--- src/sv/mcwoc_pkg.sv ---
`timescale 1ns / 1ps
`default_nettype none

package mcwoc_pkg;

    localparam int SECS_W = 44;
    localparam int NS_W = 30;
    localparam int SECS_SPLIT = 22;

    localparam logic [1:0] ACT_TICK = 2'd0;
    localparam logic [1:0] ACT_GET  = 2'd1;
    localparam logic [1:0] ACT_SET  = 2'd2;

    localparam logic [19:0] US_PER_SEC = 20'd1000000;
    localparam logic [9:0]  NS_PER_US  = 10'd1000;

    // The divide by one million runs on 12-bit digits with a reciprocal multiply.
    localparam int          US_DIGIT_W     = 12;
    localparam int          US_DIGITS      = 6;
    localparam int          US_RECIP_SHIFT = 51;
    localparam logic [31:0] US_RECIP       = 32'd2251799814;

    // Nanoseconds to microseconds by a reciprocal multiply.
    localparam int          NS_RECIP_SHIFT = 38;
    localparam logic [28:0] NS_RECIP       = 29'd274877907;
    localparam int          US_OF_NS_W     = 21;

    typedef struct packed {
        logic [1:0]        op;
        logic [SECS_W-1:0] secs;
        logic [NS_W-1:0]   nsecs;
    } cmd_t;

    typedef struct packed {
        logic        start;
        logic [6:0]  steps;
        logic [63:0] dividend;
        logic [32:0] divisor;
    } div_req_t;

    typedef struct packed {
        logic        busy;
        logic [63:0] quot;
        logic [32:0] rem;
    } div_rsp_t;

endpackage

`default_nettype wire

--- src/sv/mcwoc_div.sv ---
`timescale 1ns / 1ps
`default_nettype none

module mcwoc_div
    import mcwoc_pkg::*;
(
    input  wire logic     clk,
    input  wire logic     rst_n,
    input  wire div_req_t req,
    output div_rsp_t      rsp
);

    logic [63:0] dvd_reg;
    logic [63:0] quot_reg;
    logic [32:0] rem_reg;
    logic [6:0]  steps_reg;
    logic        busy_reg;
    logic [33:0] trial;
    logic        ge;

    assign trial = {rem_reg, dvd_reg[63]};
    assign ge    = (trial >= {1'b0, req.divisor});

    assign rsp.busy = busy_reg;
    assign rsp.quot = quot_reg;
    assign rsp.rem  = rem_reg;

    always_ff @(posedge clk or negedge rst_n)
    begin
        if (!rst_n)
        begin
            busy_reg  <= 1'b0;
            steps_reg <= 7'd0;
        end
        else if (req.start)
        begin
            busy_reg  <= 1'b1;
            steps_reg <= req.steps;
        end
        else if (busy_reg)
        begin
            steps_reg <= steps_reg - 7'd1;
            if (steps_reg == 7'd1)
            begin
                busy_reg <= 1'b0;
            end
        end
    end

    always_ff @(posedge clk)
    begin
        if (req.start)
        begin
            dvd_reg  <= req.dividend;
            quot_reg <= '0;
            rem_reg  <= '0;
        end
        else if (busy_reg)
        begin
            dvd_reg  <= {dvd_reg[62:0], 1'b0};
            quot_reg <= {quot_reg[62:0], ge};
            rem_reg  <= ge ? 33'(trial - {1'b0, req.divisor}) : trial[32:0];
        end
    end

endmodule

`default_nettype wire

--- config.mk ---
export PLATFORM = sky130hd
export DESIGN_NAME = mcwoc_div
export DESIGN_NICKNAME = d
export VERILOG_FILES = /design/src/sv/mcwoc_pkg.sv /design/src/sv/mcwoc_div.sv
export SDC_FILE = /design/constraint.sdc
export NUM_CORES = 1
export LEC_CHECK = 0
export BUFFER_PORTS_ARGS = -buffer_cell sky130_fd_sc_hd__buf_4
export CAP_MARGIN = 15
export CORE_ASPECT_RATIO = 2
export CORE_UTILIZATION = 45
export DETAILED_ROUTE_END_ITERATION = 8
export PLACE_DENSITY_LB_ADDON = 0.12
export SYNTH_ARGS = -nofsm -noshare
export SYNTH_HDL_FRONTEND = slang
export SYNTH_SLANG_ARGS = --single-unit
--- constraint.sdc ---
create_clock -name clk -period 3.75 [get_ports clk]
set_clock_uncertainty 0.2 [all_clocks]
set_input_delay 0 -clock clk [delete_from_list [all_inputs] [get_ports clk]]
set_output_delay 0 -clock clk [all_outputs]
set_load 0.02 [all_outputs]
==> flow_summary.json <==
{
  "synth_edf_count": 64,
  "drt_iter0_drc": 210,
  "drt-pass1-iter-count": 4,
  "cts_max_level": 4,
  "post-route-period-util_pct": 91.3,
  "clock_path_buffers": 2,
  "numPortBuffers": 204,
  "slew_viol_final": 0,
  "worstMarginPinSlew_ns": 0.811,
  "synth_flop_cell": "dfxtp_1",
  "clk_pin_slew_worst_paths_ns": 0.07,
  "syn-num-nets": 991,
  "cts_tree": "yes",
  "finalHoldViolCount": 0,
  "remaining_drc_errors": 0,
  "cts_buffers": 17,
  "synth_area_sq_mm": 0.00863,
  "synthArstFlopShare_pct": 4.73,
  "hold_path_class": "in -> reg",
  "power_density_mw_per_mm2": 375,
  "crit_start": "rem_reg[1]$_SDFFE_PP0P_",
  "grt_pass1_vias": 7430,
  "grt_overflow_total": 0,
  "endpoint": "rem_reg[29]$_SDFFE_PP0P_",
  "worst_path_max_delay_cell": "nor4b_1",
  "yosysTopAreaCellShare_pct": 22.5,
  "setup_violations": 0,
  "cp_cell_sequence": "ha_1 -> o21a_1 -> o31a_1 -> o2111ai_1 -> a21oi_2 -> o211ai_1 -> a21oi_2 -> a31oi_1 -> nor4b_1 -> mux2i_1 -> a2111oi_2",
  "synthTopCellsByArea": "dfxtp_1 (23%), edfxtp_1 (22%), mux2_2 (8.4%)",
  "cp-start-kind": "flip-flop",
  "worstRegToRegCells": 11,
  "end_kind": "flip-flop",
  "drv.max_cap_violation_count": 0,
  "worst_path_most_repeated_cell": "a21oi_2",
  "post-synth-top-area-cell": "dfxtp_1",
  "synth_seq_area_share_pct": 47.1,
  "grt_pass1_wl_mm": 36.6,
  "outcome": "completed",
  "die_y_um": 198,
  "synth_xor_area_share_pct": 3.04,
  "routed_via_density": 5.17,
  "postSynthAreaPerCell_sq_um": 10.2,
  "yosysWarnings": 0,
  "hpwl_mm": 15.3,
  "synth_fa_ha_area_share_pct": 5.31,
  "die-area_sq_mm": 0.0198,
  "clockRootBuffer": "clkbuf_16",
  "criticalPathCategory": "reg -> reg",
  "fmax_mhz": 292,
  "synth_top_family_by_area": "multiplexers",
  "r2r_end": "rem_reg[29]$_SDFFE_PP0P_",
  "rows": 71,
  "cp_data_required_time_ns": 3.88,
  "die_width_um": 99.9,
  "setup_tns_ns": 0,
  "place.gp.congestion": 0.900,
  "yosys.area_share.simple_pct": 11.9,
  "antenna_left": 0,
  "io_pins": 205,
  "syn_to_final_growth_pct": 38.7,
  "wirelength_mm": 23.1,
  "power.leakage_nw": 5.68,
  "final_nets": 1276,
  "cp_max_fo": 6,
  "detail_route.wl_per_cell_um": 16.5,
  "netlist_instances": 848,
  "grt_antenna_before_repair": 1,
  "ys_types": 59,
  "critPathMaxStageDelay_ns": 0.59,
  "yosys_register_bits": 169,
  "core_sq_mm": 0.0188,
  "grtUsageTotal_pct": 24.1,
  "slew_headroom_pct": 46.0,
  "synthMuxAreaShare_pct": 16.4,
  "clock_sinks": 169,
  "rsz0062_at_grt": "no",
  "finalCriticalPeriod_ns": 3.42,
  "timing.rr.start": "rem_reg[1]$_SDFFE_PP0P_",
  "grt_max_degree": 65,
  "clkLatencyLatePin_ns": 0.44,
  "whs_ns": 0.0261,
  "start_util_pct": 45.8,
  "crit_arrival_ns": 3.55,
  "vias": 7242,
  "ir_worst_vdd_uv": 318,
  "hold_depth": 6,
  "drive_gt1_share_pct": 28.5,
  "rrSetupSlack_ns": 0.33,
  "synth_compound_area_share_pct": 12.0
}
==> routing by layer <==
layer	global-route usage, %	share of wire (%)	vias up
li1	-	-	3590
met3	6.00	4.4	58
met2	45.3	55	195
met4	12.9	4.2	0
met5	0	0	-
met1	23.8	36	3399
==> worst min path at each step <==
stage | end | from
floorplan | busy_reg$_DFF_PN0_ | rst_n
global placement | steps_reg[0]$_DFFE_PN0P_ | rst_n
detailed placement | steps_reg[0]$_DFFE_PN0P_ | rst_n
CTS | rem_reg[11]$_SDFFE_PP0P_ | req[11]
global route | rem_reg[11]$_SDFFE_PP0P_ | req[11]
finish | rem_reg[11]$_SDFFE_PP0P_ | req[11]
==> worst max-delay path: cells and delay by family (launching register included) <==
kind | cells | cell delay [ns]
flops | 1 | 0.35
compound gates | 8 | 1.57
simple gates | 1 | 0.59
mux | 1 | 0.19
fa+ha+maj | 1 | 0.41
==> Yosys cell counts, drive strengths merged, types with 3 or more instances <==
cell and n:
nand2 73, a311oi 23, o211ai 4, a21oi 36, a31oi 4, nor3 8
o21ai 32, dfrtp 8, a21o 17, nor2 112, nand3b 3, a211oi 6
ha 35, o21a 7, a211o 5, nand4 5, inv 41, o21bai 4
edfxtp 64, clkbuf 34, xor2 13, xnor2 17, nand2b 3, buf 16
mux2 64, nand3 15, dfxtp 97, mux2i 69, or2 3
==> through the flow <==
step	worst slack, ns	std cells	total power [mW]	instance area, sq um	utilization, %
after floorplan	0.466	848	2.50	8630	-
after detailed placement	0.126	1269	2.71	10400	55.2
after CTS	0.0909	1400	4.52	11900	63.4
final	0.326	1402	4.49	12000	63.6
after global placement	0.231	1269	2.70	10400	55.2
after global routing	0.0397	1402	4.68	12000	63.6
==> cells by family after synthesis <==
kind of cell             after synthesis
buffers and inverters                 91
AO/OA/AOI/OAI                        150
multiplexers                         133
adder cells (fa/ha/maj)               36
AND/OR/NAND/NOR                      239
flip-flops                           169
XOR/XNOR                              30
==> layout make-up <==
type,count,area (sq um)
fillers,1605,6860
multi-input cells,588,4210
flip-flops and latches,169,4070
repair buffers,316,2650
clock buffers,24,505
well taps,255,319
inverters,41,154
clock inverters,8,57.6
diodes,1,2.50
==> cell usage in the layout, fill, tap and decap left out, types with 7 or more instances in the layout <==
cell,count
buf_4,213
nor2_1,112
dlygate4sd3_1,99
dfxtp_1,97
nand2_1,72
mux2i_1,69
mux2_2,64
edfxtp_1,64
inv_1,41
ha_1,35
a21oi_1,32
o21ai_0,27
a311oi_1,23
clkbuf_16,19
a21o_1,17
xnor2_1,17
nand3_1,15
xor2_1,13
nor3_1,8
o21a_1,7
dfrtp_1,7
==> power by group <==
part	internal, mW	switching (mW)	total, mW
logic	0.376	0.310	0.686
clock network	0.952	0.760	1.71
registers	2.03	0.0634	2.09
==> timing repair <==
action / 4_1_cts / 5_1_grt
setup buffers: 0 / 1
hold buffers: 99 / 0
resized for setup: 0 / 5
endpoints found under the hold margin: 123 / 0
setup endpoints to repair: 0 / 16
Note: power is estimated with default switching activity, not from simulation.
