===== config.mk =====
export PLATFORM = sky130hd
export DESIGN_NAME = mcwoc_front
export DESIGN_NICKNAME = d
export VERILOG_FILES = /design/src/sv/mcwoc_pkg.sv /design/src/sv/mcwoc_front.sv
export SDC_FILE = /design/constraint.sdc
export NUM_CORES = 1
export LEC_CHECK = 0
export BUFFER_PORTS_ARGS = -buffer_cell sky130_fd_sc_hd__buf_4
export CELL_PAD_IN_SITES_DETAIL_PLACEMENT = 0
export CELL_PAD_IN_SITES_GLOBAL_PLACEMENT = 2
export CORE_MARGIN = 5
export CORE_UTILIZATION = 38
export DETAILED_ROUTE_END_ITERATION = 16
export PLACE_DENSITY = 0.76
export SYNTH_ARGS = -nofsm -noshare
export SYNTH_HDL_FRONTEND = slang
export SYNTH_SLANG_ARGS = --single-unit

===== constraint.sdc =====
create_clock -name clk -period 5.3 [get_ports clk]
set_clock_uncertainty 0.2 [all_clocks]
set_input_delay 0.265 -clock clk [delete_from_list [all_inputs] [get_ports clk]]
set_output_delay 0.265 -clock clk [all_outputs]
set_load 0.02 [all_outputs]

===== src/sv/mcwoc_pkg.sv =====
`timescale 1ns / 1ps
`default_nettype none

package mcwoc_pkg;

    localparam int SECS_W = 44;
    localparam int NS_W = 30;
    localparam int SECS_SPLIT = 22;

    localparam logic [1:0] ACT_TICK = 2'd0;
    localparam logic [1:0] ACT_GET  = 2'd1;
    localparam logic [1:0] ACT_SET  = 2'd2;

    localparam logic [19:0] US_PER_SEC = 20'd1000000;
    localparam logic [9:0]  NS_PER_US  = 10'd1000;

    // The divide by one million runs on 12-bit digits with a reciprocal multiply.
    localparam int          US_DIGIT_W     = 12;
    localparam int          US_DIGITS      = 6;
    localparam int          US_RECIP_SHIFT = 51;
    localparam logic [31:0] US_RECIP       = 32'd2251799814;

    // Nanoseconds to microseconds by a reciprocal multiply.
    localparam int          NS_RECIP_SHIFT = 38;
    localparam logic [28:0] NS_RECIP       = 29'd274877907;
    localparam int          US_OF_NS_W     = 21;

    typedef struct packed {
        logic [1:0]        op;
        logic [SECS_W-1:0] secs;
        logic [NS_W-1:0]   nsecs;
    } cmd_t;

    typedef struct packed {
        logic        start;
        logic [6:0]  steps;
        logic [63:0] dividend;
        logic [32:0] divisor;
    } div_req_t;

    typedef struct packed {
        logic        busy;
        logic [63:0] quot;
        logic [32:0] rem;
    } div_rsp_t;

endpackage

`default_nettype wire


===== src/sv/mcwoc_front.sv =====
`timescale 1ns / 1ps
`default_nettype none

module mcwoc_front
    import mcwoc_pkg::*;
(
    input  wire logic              clk,
    input  wire logic              rst_n,
    input  wire logic              in_valid,
    output logic                   in_ready,
    input  wire logic [1:0]        action,
    input  wire logic [SECS_W-1:0] set_seconds,
    input  wire logic [NS_W-1:0]   set_nanoseconds,
    output logic                   q_valid,
    output cmd_t                   q_cmd,
    input  wire logic              q_pop
);

    cmd_t       entry_reg [2];
    logic       wr_ptr_reg;
    logic       rd_ptr_reg;
    logic [1:0] count_reg;
    logic       known;
    logic       push;

    always_comb
    begin
        unique case (action) inside
            ACT_TICK, ACT_GET, ACT_SET: known = 1'b1;
            default:                    known = 1'b0;
        endcase
    end

    assign in_ready = (count_reg != 2'd2);
    assign push     = in_valid && in_ready && known;
    assign q_valid  = (count_reg != 2'd0);
    assign q_cmd    = entry_reg[rd_ptr_reg];

    always_ff @(posedge clk or negedge rst_n)
    begin
        if (!rst_n)
        begin
            wr_ptr_reg <= 1'b0;
            rd_ptr_reg <= 1'b0;
            count_reg  <= 2'd0;
        end
        else
        begin
            if (push)
            begin
                wr_ptr_reg <= ~wr_ptr_reg;
            end
            if (q_pop)
            begin
                rd_ptr_reg <= ~rd_ptr_reg;
            end
            if (push && !q_pop)
            begin
                count_reg <= count_reg + 2'd1;
            end
            else if (!push && q_pop)
            begin
                count_reg <= count_reg - 2'd1;
            end
        end
    end

    always_ff @(posedge clk)
    begin
        if (push)
        begin
            entry_reg[wr_ptr_reg] <= '{op: action, secs: set_seconds, nsecs: set_nanoseconds};
        end
    end

    assert property (@(posedge clk) disable iff (!rst_n) q_pop |-> q_valid)
        else $error("Pop from an empty command queue.");

endmodule

`default_nettype wire


==> summary.txt, run 1 <==
Status
  • Status: finished clean

Setup path
  • Slowest stage delay, CP: 750 ps
  • CP most frequent cell: buf_4
  • Reg2reg path depth: 4
  • Critical Path Source: rd_ptr_reg
  • Reg-to-Reg End: entry_reg[0][65]
  • Required @ worst endpoint: approximately 4800 ps
  • Crit. End Element: output port
  • Slowest cell on crit path: dfrtp_4
  • Flop-to-flop setup slack: around 2700 ps
  • Setup crit end: q_cmd[0]
  • Worst path cell trace: buf_4, mux2_2, buf_4
  • Worst reg2reg startpoint: count_reg[0]
  • Kind of critical path: reg2out
  • Crit Path Max Fanout: 40
  • Crit start category: flip-flop
  • Critical path arrival: ~2400 ps

Floorplanning
  • Row Count: 45
  • Core area: 15,100 um^2
  • Die footprint: about 18,000 um^2
  • Die width: 134 um
  • Boundary Pins: 158
  • Initial Utilization: 38.6%
  • Die Ht: 134 um

CTS
  • Resized Gates After CTS: 0
  • H-tree depth: 4
  • Hold buffers post-CTS: 79
  • Clock buffer depth: 2
  • Sink Count: between 150 and 200
  • Clock root cell: clkbuf_16
  • Post-CTS Setup Inserts: 0
  • CTS buffer count: 17
  • Reg clk slew, reported paths: 50 ps
  • Clock latency on the worst-skew pair: 410 ps
  • CTS tree: yes

Timing
  • Fin. Hold Viols: 0
  • Period minus WS final: 2900 ps
  • Max-slew violations: 0
  • RSZ-0062 raised after global routing: no
  • Final period utilization: 54.7%
  • # setup viols final: 0
  • Worst hold slack: 142 ps
  • Relative slew slack: a little under a quarter
  • Peak Freq: 0.345 GHz
  • Min setup slack post-route: about 2400 ps
  • Slew at the pin closest to its max-slew limit: 1150 ps
  • TNS Setup: 0 ps

Drt
  • Routed WL per cell: 15.6 um
  • Final wirelength: 11.0 mm
  • Initial DRC Count: between 100 and 150
  • Post-detailed-route via-to-cell ratio: 4.44
  • Antenna Nets Post-Route: 0
  • Via count: roughly 3,100
  • DRC: 0
  • Pre-Repair DR Iteration Count: 4

Power
  • PD cells: about 500 nW/um^2
  • Lkg Pwr: 3.29 nW
  • Maximum VDD drop: ~0.00026 V

Min path
  • Hold WC Path Type: in2reg
  • Hold Path Stages: 3

Yosys
  • Syn nets: 338
  • Top FF cell, synth: edfxtp_1
  • Number of synthesized flops with an enable pin: about 150
  • Synthesized instance count: 257
  • Register area share after synthesis: 80.1%
  • Cell taking the most area after synthesis: edfxtp_1
  • Cell with the most instances after synthesis: edfxtp_1
  • Most frequent cells after synthesis: edfxtp_1, mux2_2, mux2_4
  • Post-synth cell types: 16
  • Synth top area cells: edfxtp_1, mux2_2, mux2_4
  • Ys async rst share: 2.56%
  • Flops & latches, synth: 156
  • Synth warn: 0
  • Post-synthesis cell area: 5820 um^2
  • Synth top area share: 78.4%
  • Avg Cell Area, Syn: 22.6 um^2

Placed design
  • Placed insts: around 600
  • Post-DP HPWL: around 7 mm
  • # port buffers: ~160
  • Routability cong.: 0.720
  • Worst slack, placed: 2620 ps

Finish
  • Fillers: 1,194
  • Largest register FFs: around 150
  • Proportion of layout cells with a drive suffix above 1: 51.1%
  • Final Non-Filler Cells: 705
  • Area of the multi-input gates: 1070 um^2
  • ANT cells: 0
  • Seq. cell area: 4670 um^2
  • Area added between synthesis and finish: 46.3%
  • Final net count: 587

GRT
  • All-Layer GR Usage: 12.5%
  • Overflow after GRT: 0
  • First-pass GRT wire length: between 15 and 20 mm
  • Initial antenna violation count: 0
  • Pin count of the biggest net entering global routing: 41
  • Vias in the first global route: 3,380

Flow run
  • Max Cap Violations: 0
[layout by cell type, fill, tap and decap left out, types with 2 or more instances in the layout]
| cell type | n |
|---|---|
| dfrtp_1 | 3 |
| mux2_4 | 30 |
| clkbuf_16 | 17 |
| clkinv_2 | 4 |
| buf_12 | 2 |
| mux2_2 | 46 |
| edfxtp_1 | 152 |
| clkinvlp_4 | 2 |
| buf_4 | 158 |
| dlygate4sd3_1 | 79 |
| inv_1 | 3 |
| xnor2_1 | 2 |
| nor2_4 | 2 |
| clkinv_1 | 4 |
| clkbuf_1 | 2 |
| xor2_1 | 3 |
[critical path: cells and delay by family (launching register included)]
| kind | cells | cell delay (ps) |
|---|---|---|
| DFF | 1 | 750 |
| buffers and inverters | 2 | 800 |
| muxes | 1 | 420 |
[cells by family (layout without fill, tap and decap cells)]
kind of cell / after synthesis / count (layout) / synth area share [%]
AND/OR/NAND/NOR: 7 / 7 / 0.559
adder cells (fa/ha/maj): 1 / 1 / 0.215
XOR/XNOR: 5 / 5 / 0.753
buffers and inverters: 12 / 272 / 1.70
flip-flops: 156 / 156 / 80.1
multiplexers: 76 / 76 / 16.6
[routing by layer]
metal / track usage [%] / wire, um
met1: 15.2 / 4510
met2: 20.7 / 5550
met3: 4.00 / 764
met4: 5.31 / 201
met5: 0 / 0
[per-stage QoR]
stage	power [mW]	utilization [%]	cell area (um^2)
floorplan	2.69	-	5820
global placement	3.18	47.8	7210
detailed placement	3.20	47.8	7210
CTS	4.31	56.4	8520
global route	4.44	56.4	8520
finish	4.23	56.4	8520
[layout make-up]
type	count	share of cell area, %
Clock buffer	19	5.08
Timing Repair Buffer	239	23.7
Inverter	3	0.132
Tap cell	188	2.76
Sequential cell	156	54.8
Clock inverter	11	0.940
Multi-Input combinational cell	89	12.6
[power breakdown]
part,internal [mW],switching (mW)
clock network,0.628,0.417
registers,1.62,0.107
logic,0.726,0.736
total,2.97,1.26
[worst min-delay path by stage]
stage / startpoint / slack (ps) / to
global route: in_valid / 150 / wr_ptr_reg
floorplan: rst_n / -230 / count_reg[0]
CTS: in_valid / 120 / wr_ptr_reg
global placement: rst_n / -140 / count_reg[1]
finish: in_valid / 140 / wr_ptr_reg
detailed placement: rst_n / -140 / count_reg[0]
No activity file was read; power rests on OpenSTA's default activity.
==> run 2: changes to the inputs <==
==> constraint.sdc (replaced) <==
create_clock -name clk -period 3 [get_ports clk]
set_clock_uncertainty 0.2 [all_clocks]
set_input_delay 0.15 -clock clk [delete_from_list [all_inputs] [get_ports clk]]
set_output_delay 0.15 -clock clk [all_outputs]
set_load 0.02 [all_outputs]
==> run 2 against run 1 <==
Net effect:
- first-iteration DRC count is the same
- via count is 0.93% higher
- critical endpoint is now q_cmd[14]
- worst setup slack got worse by 1800 ps
- core utilization increased by 1.4 points
- total power increased by 90%
- count of clock-buffer cells in the layout fell by 1
- final area up 2.4%
- critical path depth did not move
- sequential power grew 76%
- non-clock buffer count up 4
- cell count increased by 0.28%
- hold slack lost 110 ps
==> summary.txt, run 2 (synthesized netlist as in run 1, its figures left out) <==
Setup path
  • Worst reg2reg startpoint: count_reg[0]
  • Required @ worst endpoint: between 2000 and 3000 ps
  • Kind of critical path: reg2out
  • Crit Path Max Fanout: 34
  • Flop-to-flop setup slack: just over 800 ps
  • Reg-to-Reg End: entry_reg[1][5]
  • Crit. End Element: output port
  • Worst path cell trace: buf_4, mux2_2, buf_4
  • Slowest stage delay, CP: 770 ps
  • CP most frequent cell: buf_4
  • Worst path top cell family by delay: flip-flops
  • Crit start category: flip-flop
  • Critical path arrival: just over 2000 ps
  • Slowest cell on crit path: dfrtp_4
  • CP bufs+invs: 2
  • Reg2reg path depth: 4

GRT
  • Met1 Track Usage GR: 15.3%
  • Met3 GRT Util: 4.23%
  • Initial antenna violation count: 0
  • All-Layer GR Usage: 12.7%
  • Vias in the first global route: roughly 3,500
  • First-pass GRT wire length: 17.4 mm
  • Overflow after GRT: 0
  • GRT Max-Usage Layer: met2
  • GR Util met2: 21.0%
  • Pin count of the biggest net entering global routing: 38

Timing
  • Period minus WS final: 2390 ps
  • Relative slew slack: between 60% and 70%
  • Peak Freq: 0.418 GHz
  • Max-slew violations: 0
  • Slew at the pin closest to its max-slew limit: 590 ps
  • Final period utilization: 79.7%
  • # setup viols final: 0
  • TNS Setup: 0 ps
  • Fin. Hold Viols: 0
  • RSZ-0062 raised after global routing: no

Power
  • Clock power share: 29.2%
  • Combinational power share: 33.0%
  • Lkg Pwr: 3.39 nW
  • Net Sw Frac: 27.9%
  • Switching Power: ~2.2 mW
  • Flop pwr share: 37.9%
  • PnR Total Power: 8.06 mW
  • Maximum VDD drop: 0.000472 V
  • PD cells: slightly above 900 nW/um^2
  • Pint: between 5 and 6 mW

CTS
  • Reg clk slew, reported paths: 50 ps
  • CTS buffer count: 17
  • Sink Count: 156
  • Resized Gates After CTS: 0
  • Clock latency on the worst-skew pair: roughly 400 ps
  • CTS tree: yes
  • H-tree depth: 4
  • Clock root cell: clkbuf_16
  • Clock buffer depth: 2

Drt
  • Pre-Repair DR Iteration Count: 4
  • DRC: 0
  • Antenna Nets Post-Route: 0
  • Initial DRC Count: 132
  • Routed WL per cell: 15.7 um
  • Final wirelength: approximately 11 mm
  • Via count: 3,161
  • Post-detailed-route via-to-cell ratio: 4.47

Finish
  • Most frequent cells in the layout: buf_4, edfxtp_1, dlygate4sd3_1
  • Largest register FFs: between 150 and 200
  • Final net count: about 590
  • ANT cells: 0
  • Commonest non-fill, non-tap cell in the layout: buf_4
  • Area added between synthesis and finish: 49.9%
  • Proportion of layout cells with a drive suffix above 1: 51.8%

Min path
  • Hold Startpoint: in_valid
  • Hold Path Stages: 3
  • Hold WC Path Type: in2reg
  • Hold EP: wr_ptr_reg

Floorplanning
  • Die footprint: 17,900 um^2
  • Core area: roughly 15,000 um^2
  • Row Count: 45
  • Boundary Pins: 158
  • Initial Utilization: 38.6%
  • Die width: 134 um
  • Die Ht: about 130 um

Flow run
  • Max Cap Violations: 0

Placed design
  • Post-DP HPWL: 7.47 mm
  • # port buffers: 157
  • Routability cong.: 0.745

Status
  • Status: finished clean
## run 2: changes by cell type in the layout (fill, tap and decap cells not counted)
cell,previous run,this run
buf_12,2,5
clkbuf_1,2,1
clkinvlp_4,2,0
bufinv_16,1,7
buf_4,158,159
clkinv_2,4,1
clkinv_1,4,2
## run 2: per-stage QoR
step           instances  utilization (%)  hold slack (ps)  cell area, um^2  worst slack, ps
4_1_cts              707             57.8             21.4             8720              577
3_3_place_gp         600             48.3             -249             7280              845
2_1_floorplan        257                -             -346             5830             -478
3_5_place_dp         600             48.3             -247             7280              760
6_report             707             57.8             34.7             8720              610
5_1_grt              707             57.8             55.3             8720              501
## run 2: final cells by class
class / instances / area, um^2
fillers: 1168 / 6370
flip-flops and latches: 156 / 4670
repair buffers: 243 / 2080
multi-input cells: 89 / 1070
clock buffers: 18 / 429
well taps: 188 / 235
clock inverters: 10 / 223
inverters: 3 / 11.3
## run 2: per-layer routing
layer  vias to the layer above  part of all wire (%)
met3                        15                   6.7
met1                      1524                    41
met4                         0                   1.8
met2                       110                    50
li1                       1512                     -
met5                         -                     0
## run 2: power by group through the flow
stage / Clock (mW) / Combinational [mW] / Sequential (mW)
global placement: 0 / 2.61 / 3.08
floorplan: 0 / 1.73 / 2.99
CTS: 2.40 / 2.71 / 3.06
finish: 2.35 / 2.66 / 3.05
global route: 2.49 / 2.83 / 3.10
detailed placement: 0 / 2.62 / 3.10
## run 2: timing repair
| item | in CTS | in global routing |
|---|---|---|
| hold buffers | 79 | 0 |
| hold endpoints to repair | 158 | 0 |
| buffers inserted | 0 | 0 |
| endpoints found under the setup margin | 0 | 0 |
## run 2: worst max path at each step
stage | startpoint | end | slack (ps) | cells past startpoint
4_1_cts | rd_ptr_reg | q_cmd[18] | 580 | 3
6_report | rd_ptr_reg | q_cmd[14] | 610 | 3
3_5_place_dp | count_reg[0] | entry_reg[1][28] | 760 | 4
5_1_grt | rd_ptr_reg | q_cmd[18] | 500 | 3
3_3_place_gp | count_reg[0] | entry_reg[0][4] | 840 | 4
2_1_floorplan | count_reg[0] | entry_reg[0][0] | -480 | 3
## run 2: worst register-to-register path, cell delays in order, from the launching register on
cell      delay (ps)
dfrtp_1          400
nand2b_1         160
nand3_1          240
nor2_4           540
buf_12           300
